==> config.mk <==
export PLATFORM = sky130hd
export DESIGN_NAME = cmi_div
export DESIGN_NICKNAME = d
export VERILOG_FILES = /design/src/rtl/cmi_pkg.sv /design/src/rtl/cmi_div.sv
export SDC_FILE = /design/constraint.sdc
export NUM_CORES = 1
export LEC_CHECK = 0
export BUFFER_PORTS_ARGS = -buffer_cell sky130_fd_sc_hd__buf_4
export CORE_UTILIZATION = 50
export DETAILED_ROUTE_END_ITERATION = 10
export PLACE_DENSITY = 0.85
export SYNTH_ARGS = -nofsm -noshare
export SYNTH_HDL_FRONTEND = slang
export SYNTH_SLANG_ARGS = --single-unit
==> constraint.sdc <==
create_clock -name clk -period 8.8 [get_ports clk]
set_input_delay 1.76 -clock clk [delete_from_list [all_inputs] [get_ports clk]]
set_output_delay 1.76 -clock clk [all_outputs]
set_load 0.02 [all_outputs]
==> src/rtl/cmi_pkg.sv <==
package cmi_pkg;

  localparam int MUL_AW = 40;
  localparam int MUL_BW = 27;
  localparam int MUL_PW = MUL_AW + MUL_BW;
  localparam int DIV_NW = 49;
  localparam int DIV_DW = 26;
  localparam int SQRT_W = 52;
  localparam int CFG_IW = 8;

  localparam logic [15:0] ZOOM_MIN = 16'd819;
  localparam logic [15:0] ZOOM_MAX = 16'd32768;
  localparam logic [15:0] ZOOM_ONE = 16'd8192;
  localparam logic signed [16:0] SNAP_GAP = 17'sd8;
  localparam logic signed [15:0] STICK_ONE = 16'sd16384;
  localparam logic [51:0] STICK_DEAD = 52'd26844;
  localparam logic [51:0] STICK_NORM = 52'd268435456;
  localparam logic [51:0] VEL_STOP = 52'd16384;
  localparam logic [31:0] FRIC_ONE = 32'd16777216;

  localparam logic [15:0] ZOOM_RATE_RST = 16'd2560;
  localparam logic [23:0] ACCEL_RATE_RST = 24'd512000;
  localparam logic [23:0] SPEED_LIMIT_RST = 24'd204800;
  localparam logic [15:0] FRICTION_RATE_RST = 16'd1280;

  typedef enum logic [CFG_IW-1:0] {
    CFG_ZOOM_RATE = 8'd0,
    CFG_ACCEL_RATE = 8'd1,
    CFG_SPEED_LIMIT = 8'd2,
    CFG_FRICTION_RATE = 8'd3
  } cmi_cfg_idx_t;

  typedef enum logic [5:0] {
    ST_IDLE, ST_ZK, ST_ZG, ST_ZA, ST_SX, ST_SY, ST_SQ,
    ST_MAG_GO, ST_MAG_WAIT, ST_DX_GO, ST_DX_WAIT, ST_DY_GO, ST_DY_WAIT,
    ST_AK, ST_AX, ST_AY, ST_AV, ST_VX2, ST_VY2, ST_VS, ST_VCMP,
    ST_VSQ_GO, ST_VSQ_WAIT, ST_NX, ST_NX_GO, ST_NX_WAIT,
    ST_NY, ST_NY_GO, ST_NY_WAIT, ST_VCLAMP,
    ST_FK, ST_FC, ST_FX, ST_FY, ST_FW,
    ST_PK, ST_PX, ST_PY, ST_PW, ST_OUT
  } cmi_state_t;

endpackage

==> src/rtl/cmi_div.sv <==
module cmi_div #(
  parameter int NW = cmi_pkg::DIV_NW,
  parameter int DW = cmi_pkg::DIV_DW
) (
  input  logic          clk,
  input  logic          rst,
  input  logic          start,
  input  logic [NW-1:0] num,
  input  logic [DW-1:0] den,
  output logic          done,
  output logic [NW-1:0] quo
);

  localparam int CW = $clog2(NW + 1);

  logic          busy;
  logic [CW-1:0] cnt;
  logic [DW:0]   rem;
  logic [NW-1:0] q;
  logic [DW-1:0] d;
  logic [DW:0]   rem_sh;
  logic [DW+1:0] diff;
  logic          ge;

  assign rem_sh = {rem[DW-1:0], q[NW-1]};
  assign diff   = {1'b0, rem_sh} - {2'b00, d};
  assign ge     = !diff[DW+1];
  assign quo    = q;

  always_ff @(posedge clk) begin
    if (rst) begin
      busy <= 1'b0;
      done <= 1'b0;
    end else begin
      done <= 1'b0;
      if (start) begin
        busy <= 1'b1;
        cnt  <= CW'(NW);
        rem  <= '0;
        q    <= num;
        d    <= den;
      end else if (busy) begin
        rem <= ge ? diff[DW:0] : rem_sh;
        q   <= {q[NW-2:0], ge};
        cnt <= cnt - CW'(1);
        if (cnt == CW'(1)) begin
          busy <= 1'b0;
          done <= 1'b1;
        end
      end
    end
  end

endmodule

==> impl_metrics.tcl <==
set metrics [dict create \
    outcome "finished clean" \
    dieHeight_um 109 \
    synthCells 438 \
    setup_viol 0 \
    grt_max_degree 83 \
    drt_wl_total_mm 12.3 \
    cts_root_buf "clkbuf_16" \
    h-tree-depth 3 \
    ys_ff_latch 109 \
    r2r_setup_slack_ns 5.51 \
    cts_tree "done" \
    core-area_sq_mm 0.0110 \
    worst_ep_required_time_ns 8.88 \
    critPathMaxFanout 30 \
    period_needed_ns 3.29 \
    slew_violations 0 \
    vdd_drop_max_v 0.000152 \
    dpl.hpwl_mm 8.76 \
    fin_tns_setup_ns 0 \
    synthFlopType "edfxtp_1" \
    io_buffer_count 127 \
    first_global_vias 4020 \
    r2r_start "rem[3]" \
    cts_buffers 9 \
    place_congestion 0.823 \
    hold_start "busy" \
    slew-limit-headroom 0.312 \
    diodes 0 \
    post-route-period-util 0.374 \
    drc_errors 0 \
    clock_path_buffers 2 \
    worst-r2r-cell-count 10 \
    firstDrtPassIters 4 \
    wl_per_cell_um 17.3 \
    yosys_warnings 0 \
    postCtsHoldBufs 0 \
    post_cts_buffers 0 \
    ys_seq_area_frac 0.569 \
    arrival_ns 3.37 \
    fillers 806 \
    avgSynthCellArea_sq_um 13.1 \
    design.die.area_sq_mm 0.0119 \
    holdPathStages 1 \
    antenna_found_initial 0 \
    hold_path.class "flop to flop" \
    clock_latency_ns 0.35 \
    powerDensity_mw_per_mm2 191 \
    ctsResizeCount 0 \
    fin_skew_ns 0.00765 \
    drtIter0Drc 180 \
    fin_nets 673 \
    syn_to_final_growth_pct 23.8 \
    grt_pass1_wl_mm 19.9 \
    async_flop_share 0 \
    leakagePower_nw 2.91 \
    setup.worst_path.start_class "flop" \
    grt-ovfl-total 0 \
    path_class "flop to flop" \
    ioPinCount 128 \
    initial_core_util 0.521 \
    hold_end "done" \
    fmax_mhz 304 \
    cts_sinks 109 \
    end_kind "flop" \
    num_vias 3966 \
    drv_cap 0 \
    synth_cell_types 51 \
    fp.dieW_um 109 \
    syn-num-nets 545 \
    grt_use_total 0.223 \
    synth_area_sq_mm 0.00572 \
    whs_ns 0.532 \
    mostFrequentLayoutCells "130 x buf_4, 107 x edfxtp_1, 49 x mux2_2, 39 x nor2_1, 33 x inv_1" \
    reg2reg_to "rem[9]" \
    hold_viol_final 0 \
    rows 38 \
    grt_setup_unrepaired "false" \
    synth_edf_count 107 \
    tightest_slew_ns 1.03 \
    final_common_cell "buf_4" \
    clk_pin_slew_ns 0.07 \
    utilization 0.645 \
    ant_nets 0 \
    vias_per_cell 5.58 \
    layout-drive-gt1-share 0.361 \
]
## routing by layer
metal | up-vias | global-route usage | routed length (um)
li1 | 1892 | - | -
met1 | 1919 | 0.271 | 5130
met2 | 136 | 0.366 | 5970
met3 | 19 | 0.0747 | 959
met4 | 0 | 0.0849 | 254
met5 | - | 0 | 0
## registers in the layout (all words and copies together) (netlist names)
register,flops
rem,26
cnt,6
busy,1
quo,49
d,26
done,1
## through the flow
step | instance area (sq um) | total power [mW] | std cells | setup slack (ns)
after floorplan | 5720 | 0.882 | 438 | 2.83
after global placement | 6800 | 0.961 | 695 | 5.56
after detailed placement | 6800 | 0.974 | 695 | 5.48
after CTS | 7080 | 1.36 | 711 | 5.55
after global routing | 7080 | 1.41 | 711 | 5.36
final | 7080 | 1.35 | 711 | 5.51
## worst max-delay path by stage
stage | cells past startpoint | slack, ns | from | endpoint
6_report | 10 | 5.51 | rem[3] | rem[9]
5_1_grt | 10 | 5.36 | rem[3] | rem[9]
4_1_cts | 10 | 5.55 | rem[3] | rem[9]
3_5_place_dp | 4 | 5.48 | start | d[19]
3_3_place_gp | 3 | 5.56 | start | quo[13]
2_1_floorplan | 3 | 2.83 | start | cnt[0]
## kinds of logic after synthesis
kind of cell	after synthesis	synth area share
and+or+nand+nor	86	0.0694
adders and majority gates	29	0.0648
xor gates and xnor gates	22	0.0337
buffers and inverters	46	0.0350
DFF	109	0.569
AOI/OAI and AO/OA	76	0.0950
muxes	70	0.133
## cell type report
cell class	instances	area, sq um	share of cell area
repair buffers	130	976	0.138
flip-flops and latches	109	3250	0.460
clock inverters	6	47.5	0.00672
multi-input cells	283	2270	0.321
clock buffers	10	229	0.0323
inverters	33	124	0.0175
well taps	140	175	0.0247
## cells in the mapped netlist, types with 3 or more instances
library cell | n | area (sq um)
ha_1 | 28 | 350
xor2_1 | 7 | 61.3
xnor2_1 | 15 | 131
clkbuf_1 | 10 | 37.5
nand3_1 | 5 | 25.0
a21oi_1 | 24 | 120
edfxtp_1 | 107 | 3210
mux2_2 | 49 | 552
nand2_1 | 14 | 52.6
nor2_1 | 41 | 154
nand4_1 | 3 | 18.8
mux2i_1 | 21 | 210
nor3_1 | 6 | 30.0
o21ai_0 | 12 | 60.1
nand2b_1 | 4 | 25.0
inv_1 | 33 | 124
o21a_1 | 6 | 45.0
a21o_1 | 8 | 60.1
nor2b_1 | 3 | 18.8
## report_power, final
part / internal [mW] / switching [mW] / total, mW
logic: 0.150 / 0.172 / 0.322
registers: 0.623 / 0.0213 / 0.644
clock network: 0.195 / 0.189 / 0.384
total: 0.968 / 0.382 / 1.35
## critical path: stages, from the launching register on
cell and delay (ns):
edfxtp_1 0.40, ha_1 0.40, a21oi_1 0.25, nand2_1 0.10, o221ai_2 0.30, o221ai_2 0.21, a21o_2 0.29, a31oi_4 0.20
o21a_4 0.49, mux2i_1 0.30, nor2_1 0.06
Note: power is estimated with default switching activity, not from simulation.
