## src/rtl/cmi_pkg.sv

```systemverilog
package cmi_pkg;

  localparam int MUL_AW = 40;
  localparam int MUL_BW = 27;
  localparam int MUL_PW = MUL_AW + MUL_BW;
  localparam int DIV_NW = 49;
  localparam int DIV_DW = 26;
  localparam int SQRT_W = 52;
  localparam int CFG_IW = 8;

  localparam logic [15:0] ZOOM_MIN = 16'd819;
  localparam logic [15:0] ZOOM_MAX = 16'd32768;
  localparam logic [15:0] ZOOM_ONE = 16'd8192;
  localparam logic signed [16:0] SNAP_GAP = 17'sd8;
  localparam logic signed [15:0] STICK_ONE = 16'sd16384;
  localparam logic [51:0] STICK_DEAD = 52'd26844;
  localparam logic [51:0] STICK_NORM = 52'd268435456;
  localparam logic [51:0] VEL_STOP = 52'd16384;
  localparam logic [31:0] FRIC_ONE = 32'd16777216;

  localparam logic [15:0] ZOOM_RATE_RST = 16'd2560;
  localparam logic [23:0] ACCEL_RATE_RST = 24'd512000;
  localparam logic [23:0] SPEED_LIMIT_RST = 24'd204800;
  localparam logic [15:0] FRICTION_RATE_RST = 16'd1280;

  typedef enum logic [CFG_IW-1:0] {
    CFG_ZOOM_RATE = 8'd0,
    CFG_ACCEL_RATE = 8'd1,
    CFG_SPEED_LIMIT = 8'd2,
    CFG_FRICTION_RATE = 8'd3
  } cmi_cfg_idx_t;

  typedef enum logic [5:0] {
    ST_IDLE, ST_ZK, ST_ZG, ST_ZA, ST_SX, ST_SY, ST_SQ,
    ST_MAG_GO, ST_MAG_WAIT, ST_DX_GO, ST_DX_WAIT, ST_DY_GO, ST_DY_WAIT,
    ST_AK, ST_AX, ST_AY, ST_AV, ST_VX2, ST_VY2, ST_VS, ST_VCMP,
    ST_VSQ_GO, ST_VSQ_WAIT, ST_NX, ST_NX_GO, ST_NX_WAIT,
    ST_NY, ST_NY_GO, ST_NY_WAIT, ST_VCLAMP,
    ST_FK, ST_FC, ST_FX, ST_FY, ST_FW,
    ST_PK, ST_PX, ST_PY, ST_PW, ST_OUT
  } cmi_state_t;

endpackage

```

## src/rtl/cmi_sqrt.sv

```systemverilog
module cmi_sqrt #(
  parameter int W = cmi_pkg::SQRT_W
) (
  input  logic           clk,
  input  logic           rst,
  input  logic           start,
  input  logic [W-1:0]   rad,
  output logic           done,
  output logic [W/2-1:0] root,
  output logic           rem_nz
);

  localparam int CW = $clog2(W / 2 + 1);

  logic          busy;
  logic [CW-1:0] cnt;
  logic [W-1:0]  n;
  logic [W-1:0]  r;
  logic [W-1:0]  b;
  logic [W-1:0]  t;

  assign t      = r + b;
  assign root   = r[W/2-1:0];
  assign rem_nz = |n;

  always_ff @(posedge clk) begin
    if (rst) begin
      busy <= 1'b0;
      done <= 1'b0;
    end else begin
      done <= 1'b0;
      if (start) begin
        busy <= 1'b1;
        cnt  <= CW'(W / 2);
        n    <= rad;
        r    <= '0;
        b    <= W'(1) << (W - 2);
      end else if (busy) begin
        if (n >= t) begin
          n <= n - t;
          r <= (r >> 1) + b;
        end else begin
          r <= r >> 1;
        end
        b   <= b >> 2;
        cnt <= cnt - CW'(1);
        if (cnt == CW'(1)) begin
          busy <= 1'b0;
          done <= 1'b1;
        end
      end
    end
  end

endmodule
```

## config.mk

```make
export PLATFORM = sky130hd
export DESIGN_NAME = cmi_sqrt
export DESIGN_NICKNAME = d
export VERILOG_FILES = /design/src/rtl/cmi_pkg.sv /design/src/rtl/cmi_sqrt.sv
export SDC_FILE = /design/constraint.sdc
export NUM_CORES = 1
export LEC_CHECK = 0
export BUFFER_PORTS_ARGS = -buffer_cell sky130_fd_sc_hd__buf_2
export CAP_MARGIN = 40
export CORE_ASPECT_RATIO = 0.75
export CORE_MARGIN = 3
export CORE_UTILIZATION = 40
export CTS_BUF_LIST = sky130_fd_sc_hd__clkbuf_4 sky130_fd_sc_hd__clkbuf_8
export CTS_CLUSTER_SIZE = 14
export DETAILED_ROUTE_END_ITERATION = 16
export GPL_TIMING_DRIVEN = 0
export PLACE_DENSITY = 0.69
export SYNTH_ARGS = -nofsm -noshare
export SYNTH_HDL_FRONTEND = slang
export SYNTH_SLANG_ARGS = --single-unit
```

## constraint.sdc

```tcl
create_clock -name clk -period 10 [get_ports clk]
set_clock_uncertainty 0.05 [all_clocks]
set_input_delay 0.5 -clock clk [delete_from_list [all_inputs] [get_ports clk]]
set_output_delay 0.5 -clock clk [all_outputs]
set_load 0.01 [all_outputs]
```

==> impl_metrics.toml <==
[status]
status = "completed"

[floorplanning]
num_rows = 55
die_w_um = 211.3
fp.dieArea_um2 = 33790
coreArea_um2 = 30620
num_io_pins = 83
start_util_pct = 41.28
die_y_um = 160.0

[placed_design]
hpwl_um = 31300
place_congestion = 0.9739
io_buffers = 82
dp_cells = 1948

[sta]
setup-tns-final_ns = 0
finalSetupViolCount = 0
clock.fmax_mhz = 137.4
hold_viol_final = 0
finalCritPeriodShare_pct = 72.80
holdWs_ns = 0.1647
rsz0062_at_grt = "false"
maxSlewHeadroom_pct = 38.67
slew_viol_final = 0
min_period_ns = 7.280
worst_pin_slew_ns = 0.9199

[layout]
layout_common_cells = "nand2_1 (171), edfxtp_1 (135), o21ai_0 (112), a21oi_1 (110)"
antenna_cells = 0
area_growth_pct = 11.76
drive_above_1_share_pct = 12.59
fillCellCount = 2997
final_cells = 1980
seq_area_um2 = 4094
fin_nets = 1732
multiInputGateArea_um2 = 7990
layout_commonest_cell = "nand2_1"

[pwr]
intPower_mw = 1.503
switching_share_pct = 42.68
power_leakage_nw = 5.419
clock_power_share_pct = 19.6
power.share.sequential_pct = 31.0
ir_worst_vdd_mv = 0.09660
p_per_area_nw_per_um2 = 185.7
combPwrFrac_pct = 49.4
switchingPower_mw = 1.119
p_total_mw = 2.623

[clock_tree]
clockRootBuffer = "clkbuf_8"
clk_path_buf_depth = 2
cts-resized-gates = 0
ctsHoldBuffers = 0
postCtsSetupBuffers = 0
clk_latency_ns = 0.51
cts_sinks = 137
cts_buffers = 17
clkSlewWorstSetupHoldPaths_ns = 0.08
htree_levels = 4
cts_tree = "built"

[synth]
synth_fp_nets = 1625
synth.avg_cell_area_um2 = 8.652
synth_edf_count = 135
ys_types = 79
synthFlopType = "edfxtp_1"
synth-seq-cells = 137
synth_top_area_share_pct = 32.07
ys_top_cells_by_area = "edfxtp_1 (32%), ha_1 (11%), nand2_1 (5.1%), o21ai_0 (4.4%), a21oi_1 (4.4%)"
yosysSeqAreaShare_pct = 32.39
yosys.area.top_type = "edfxtp_1"
yosys_warnings = 0
netlist_area_um2 = 12640
syn_inst = 1461
synthArstFlopShare_pct = 0

[detailed_routing]
viasPerCell = 6.037
drt_pass1_iterations = 6
wire_per_inst_um = 20.15
vias = 11950
wirelength_um = 39900
drt_iter0_drc = 1174
postRouteAntennaNets = 0
drc = 0

[global_route]
grt.total_usage_pct = 23.14
grt_overflow = 0
grt_pass1_wl_um = 61710
grt_max_degree = 29
grt_antenna_before_repair = 1
grt_pass1_vias = 11030

[worst_setup_path]
worst_path_max_delay_cell = "a21boi_4"
reg2regPathDepth = 22
crit_path_end_kind = "flop"
worstPathRequired_ns = 10.16
start_kind = "flop"
crit_chain = "ha_1, nand4_1, o2111ai_1, a211o_1, nand2_1, o31a_1, a211oi_1, o21ai_0, a21boi_0, xnor2_1, ha_1, clkbuf_1, nand4_1, nor4_1, nand3_1, o21ai_0, a31oi_1, and2_4, clkbuf_1, a21boi_4, buf_16, buf_16"
cpPeakStageDelay_ns = 0.68
arrival_ns = 7.44
path_max_fanout = 21
rr_startpoint = "r[22]"
timing_worst_setup_path_type = "reg2reg"
critical_path_buf_inv_count = 4
r2r_end = "n[40]"
r2r_setup_slack_ns = 2.72
crit_family = "compound AO/OA/AOI/OAI gates"

[run]
maxCapViolations = 0

[hold_path]
worstHoldEndpoint = "done"
min_path_type = "in2reg"
min_path_cells = 2
worstHoldStart = "rst"
[power groups by stage]
stage	registers, mW	logic, mW	clock network (mW)
after global routing	0.821	1.43	0.545
after CTS	0.812	1.27	0.522
after global placement	0.833	1.23	0
after detailed placement	0.824	1.26	0
final	0.814	1.29	0.515
after floorplan	0.797	0.945	0
[area by class of cell]
cell class / instances / area share, %
Inverter: 35 / 0.9299
Tap cell: 399 / 3.534
Buffer: 83 / 3.144
Clock inverter: 15 / 1.293
Timing Repair Buffer: 88 / 3.906
Clock buffer: 17 / 1.656
Multi-Input combinational cell: 1206 / 56.56
Sequential cell: 137 / 28.98
[sequential cells by signal, summed over array words and instances, names as in the netlist]
signal and cells:
n 52, r 52, b 26, cnt 5, busy 1, done 1
[cells by family (layout without fill, tap and decap cells)]
| kind of cell | Yosys count | count (layout) | synth area share [%] |
|---|---|---|---|
| AO/OA/AOI/OAI | 472 | 472 | 24.38 |
| XOR/XNOR | 119 | 119 | 8.245 |
| adder cells (fa/ha/maj) | 109 | 109 | 10.85 |
| buffers and inverters | 118 | 238 | 4.553 |
| flip-flops | 137 | 137 | 32.39 |
| multiplexers | 6 | 6 | 0.5147 |
| AND/OR/NAND/NOR | 500 | 500 | 19.07 |
[how the worst max path moves through the flow]
stage	start	end	slack (ns)	cells past startpoint
finish	r[22]	n[40]	2.72	22
global route	r[2]	n[40]	2.30	22
floorplan	start	n[0]	0.78	5
detailed placement	r[2]	n[40]	2.99	22
global placement	start	n[40]	-3.82	6
CTS	r[2]	n[38]	2.91	22
[synthesized netlist by cell type (14+ instances only)]
master    instances
nor3_1           21
or3_1            24
o21ai_0         112
clkbuf_1         34
a21o_1           37
inv_1            34
nor4_1           19
ha_1            108
edfxtp_1        135
o21bai_1         19
buf_4            26
xnor2_1          59
and3_1           23
a211oi_1         33
nor2b_1          38
nand3_1          18
buf_2            14
nor2_1          109
nand2_1         171
xor2_1           60
a21oi_1         110
nand4_1          38
a31oi_1          50
[worst reg2reg max path: stages (launching register included)]
cell and delay [ns]:
edfxtp_1 0.52, ha_1 0.41, nand4_1 0.20, o2111ai_1 0.33, a211o_1 0.19, nand2_1 0.13, o31a_1 0.40, a211oi_1 0.49
o21ai_0 0.16, a21boi_0 0.22, xnor2_1 0.13, ha_1 0.28, clkbuf_1 0.32, nand4_1 0.28, nor4_1 0.63, nand3_1 0.12
o21ai_0 0.23, a31oi_1 0.15, and2_4 0.25, clkbuf_1 0.36, a21boi_4 0.68, buf_16 0.25, buf_16 0.19
[metrics by stage]
| step | worst slack (ns) | area (um^2) | utilization (%) |
|---|---|---|---|
| 3_5_place_dp | 2.988 | 13710 | 44.77 |
| 6_report | 2.720 | 14130 | 46.13 |
| 3_3_place_gp | -3.816 | 13550 | 44.25 |
| 5_1_grt | 2.295 | 14130 | 46.13 |
| 4_1_cts | 2.908 | 14130 | 46.13 |
| 2_1_floorplan | 0.7782 | 12640 | - |
[layer usage]
| metal | GRT usage (%) | share of wire [%] | up-vias |
|---|---|---|---|
| met2 | 33.92 | 43 | 525 |
| met4 | 5.507 | 2.0 | 2 |
| met1 | 34.64 | 47 | 5667 |
| li1 | - | - | 5699 |
| met3 | 4.969 | 8.5 | 61 |
| met5 | 0 | 0.018 | - |
No activity file was read; power rests on OpenSTA's default activity.
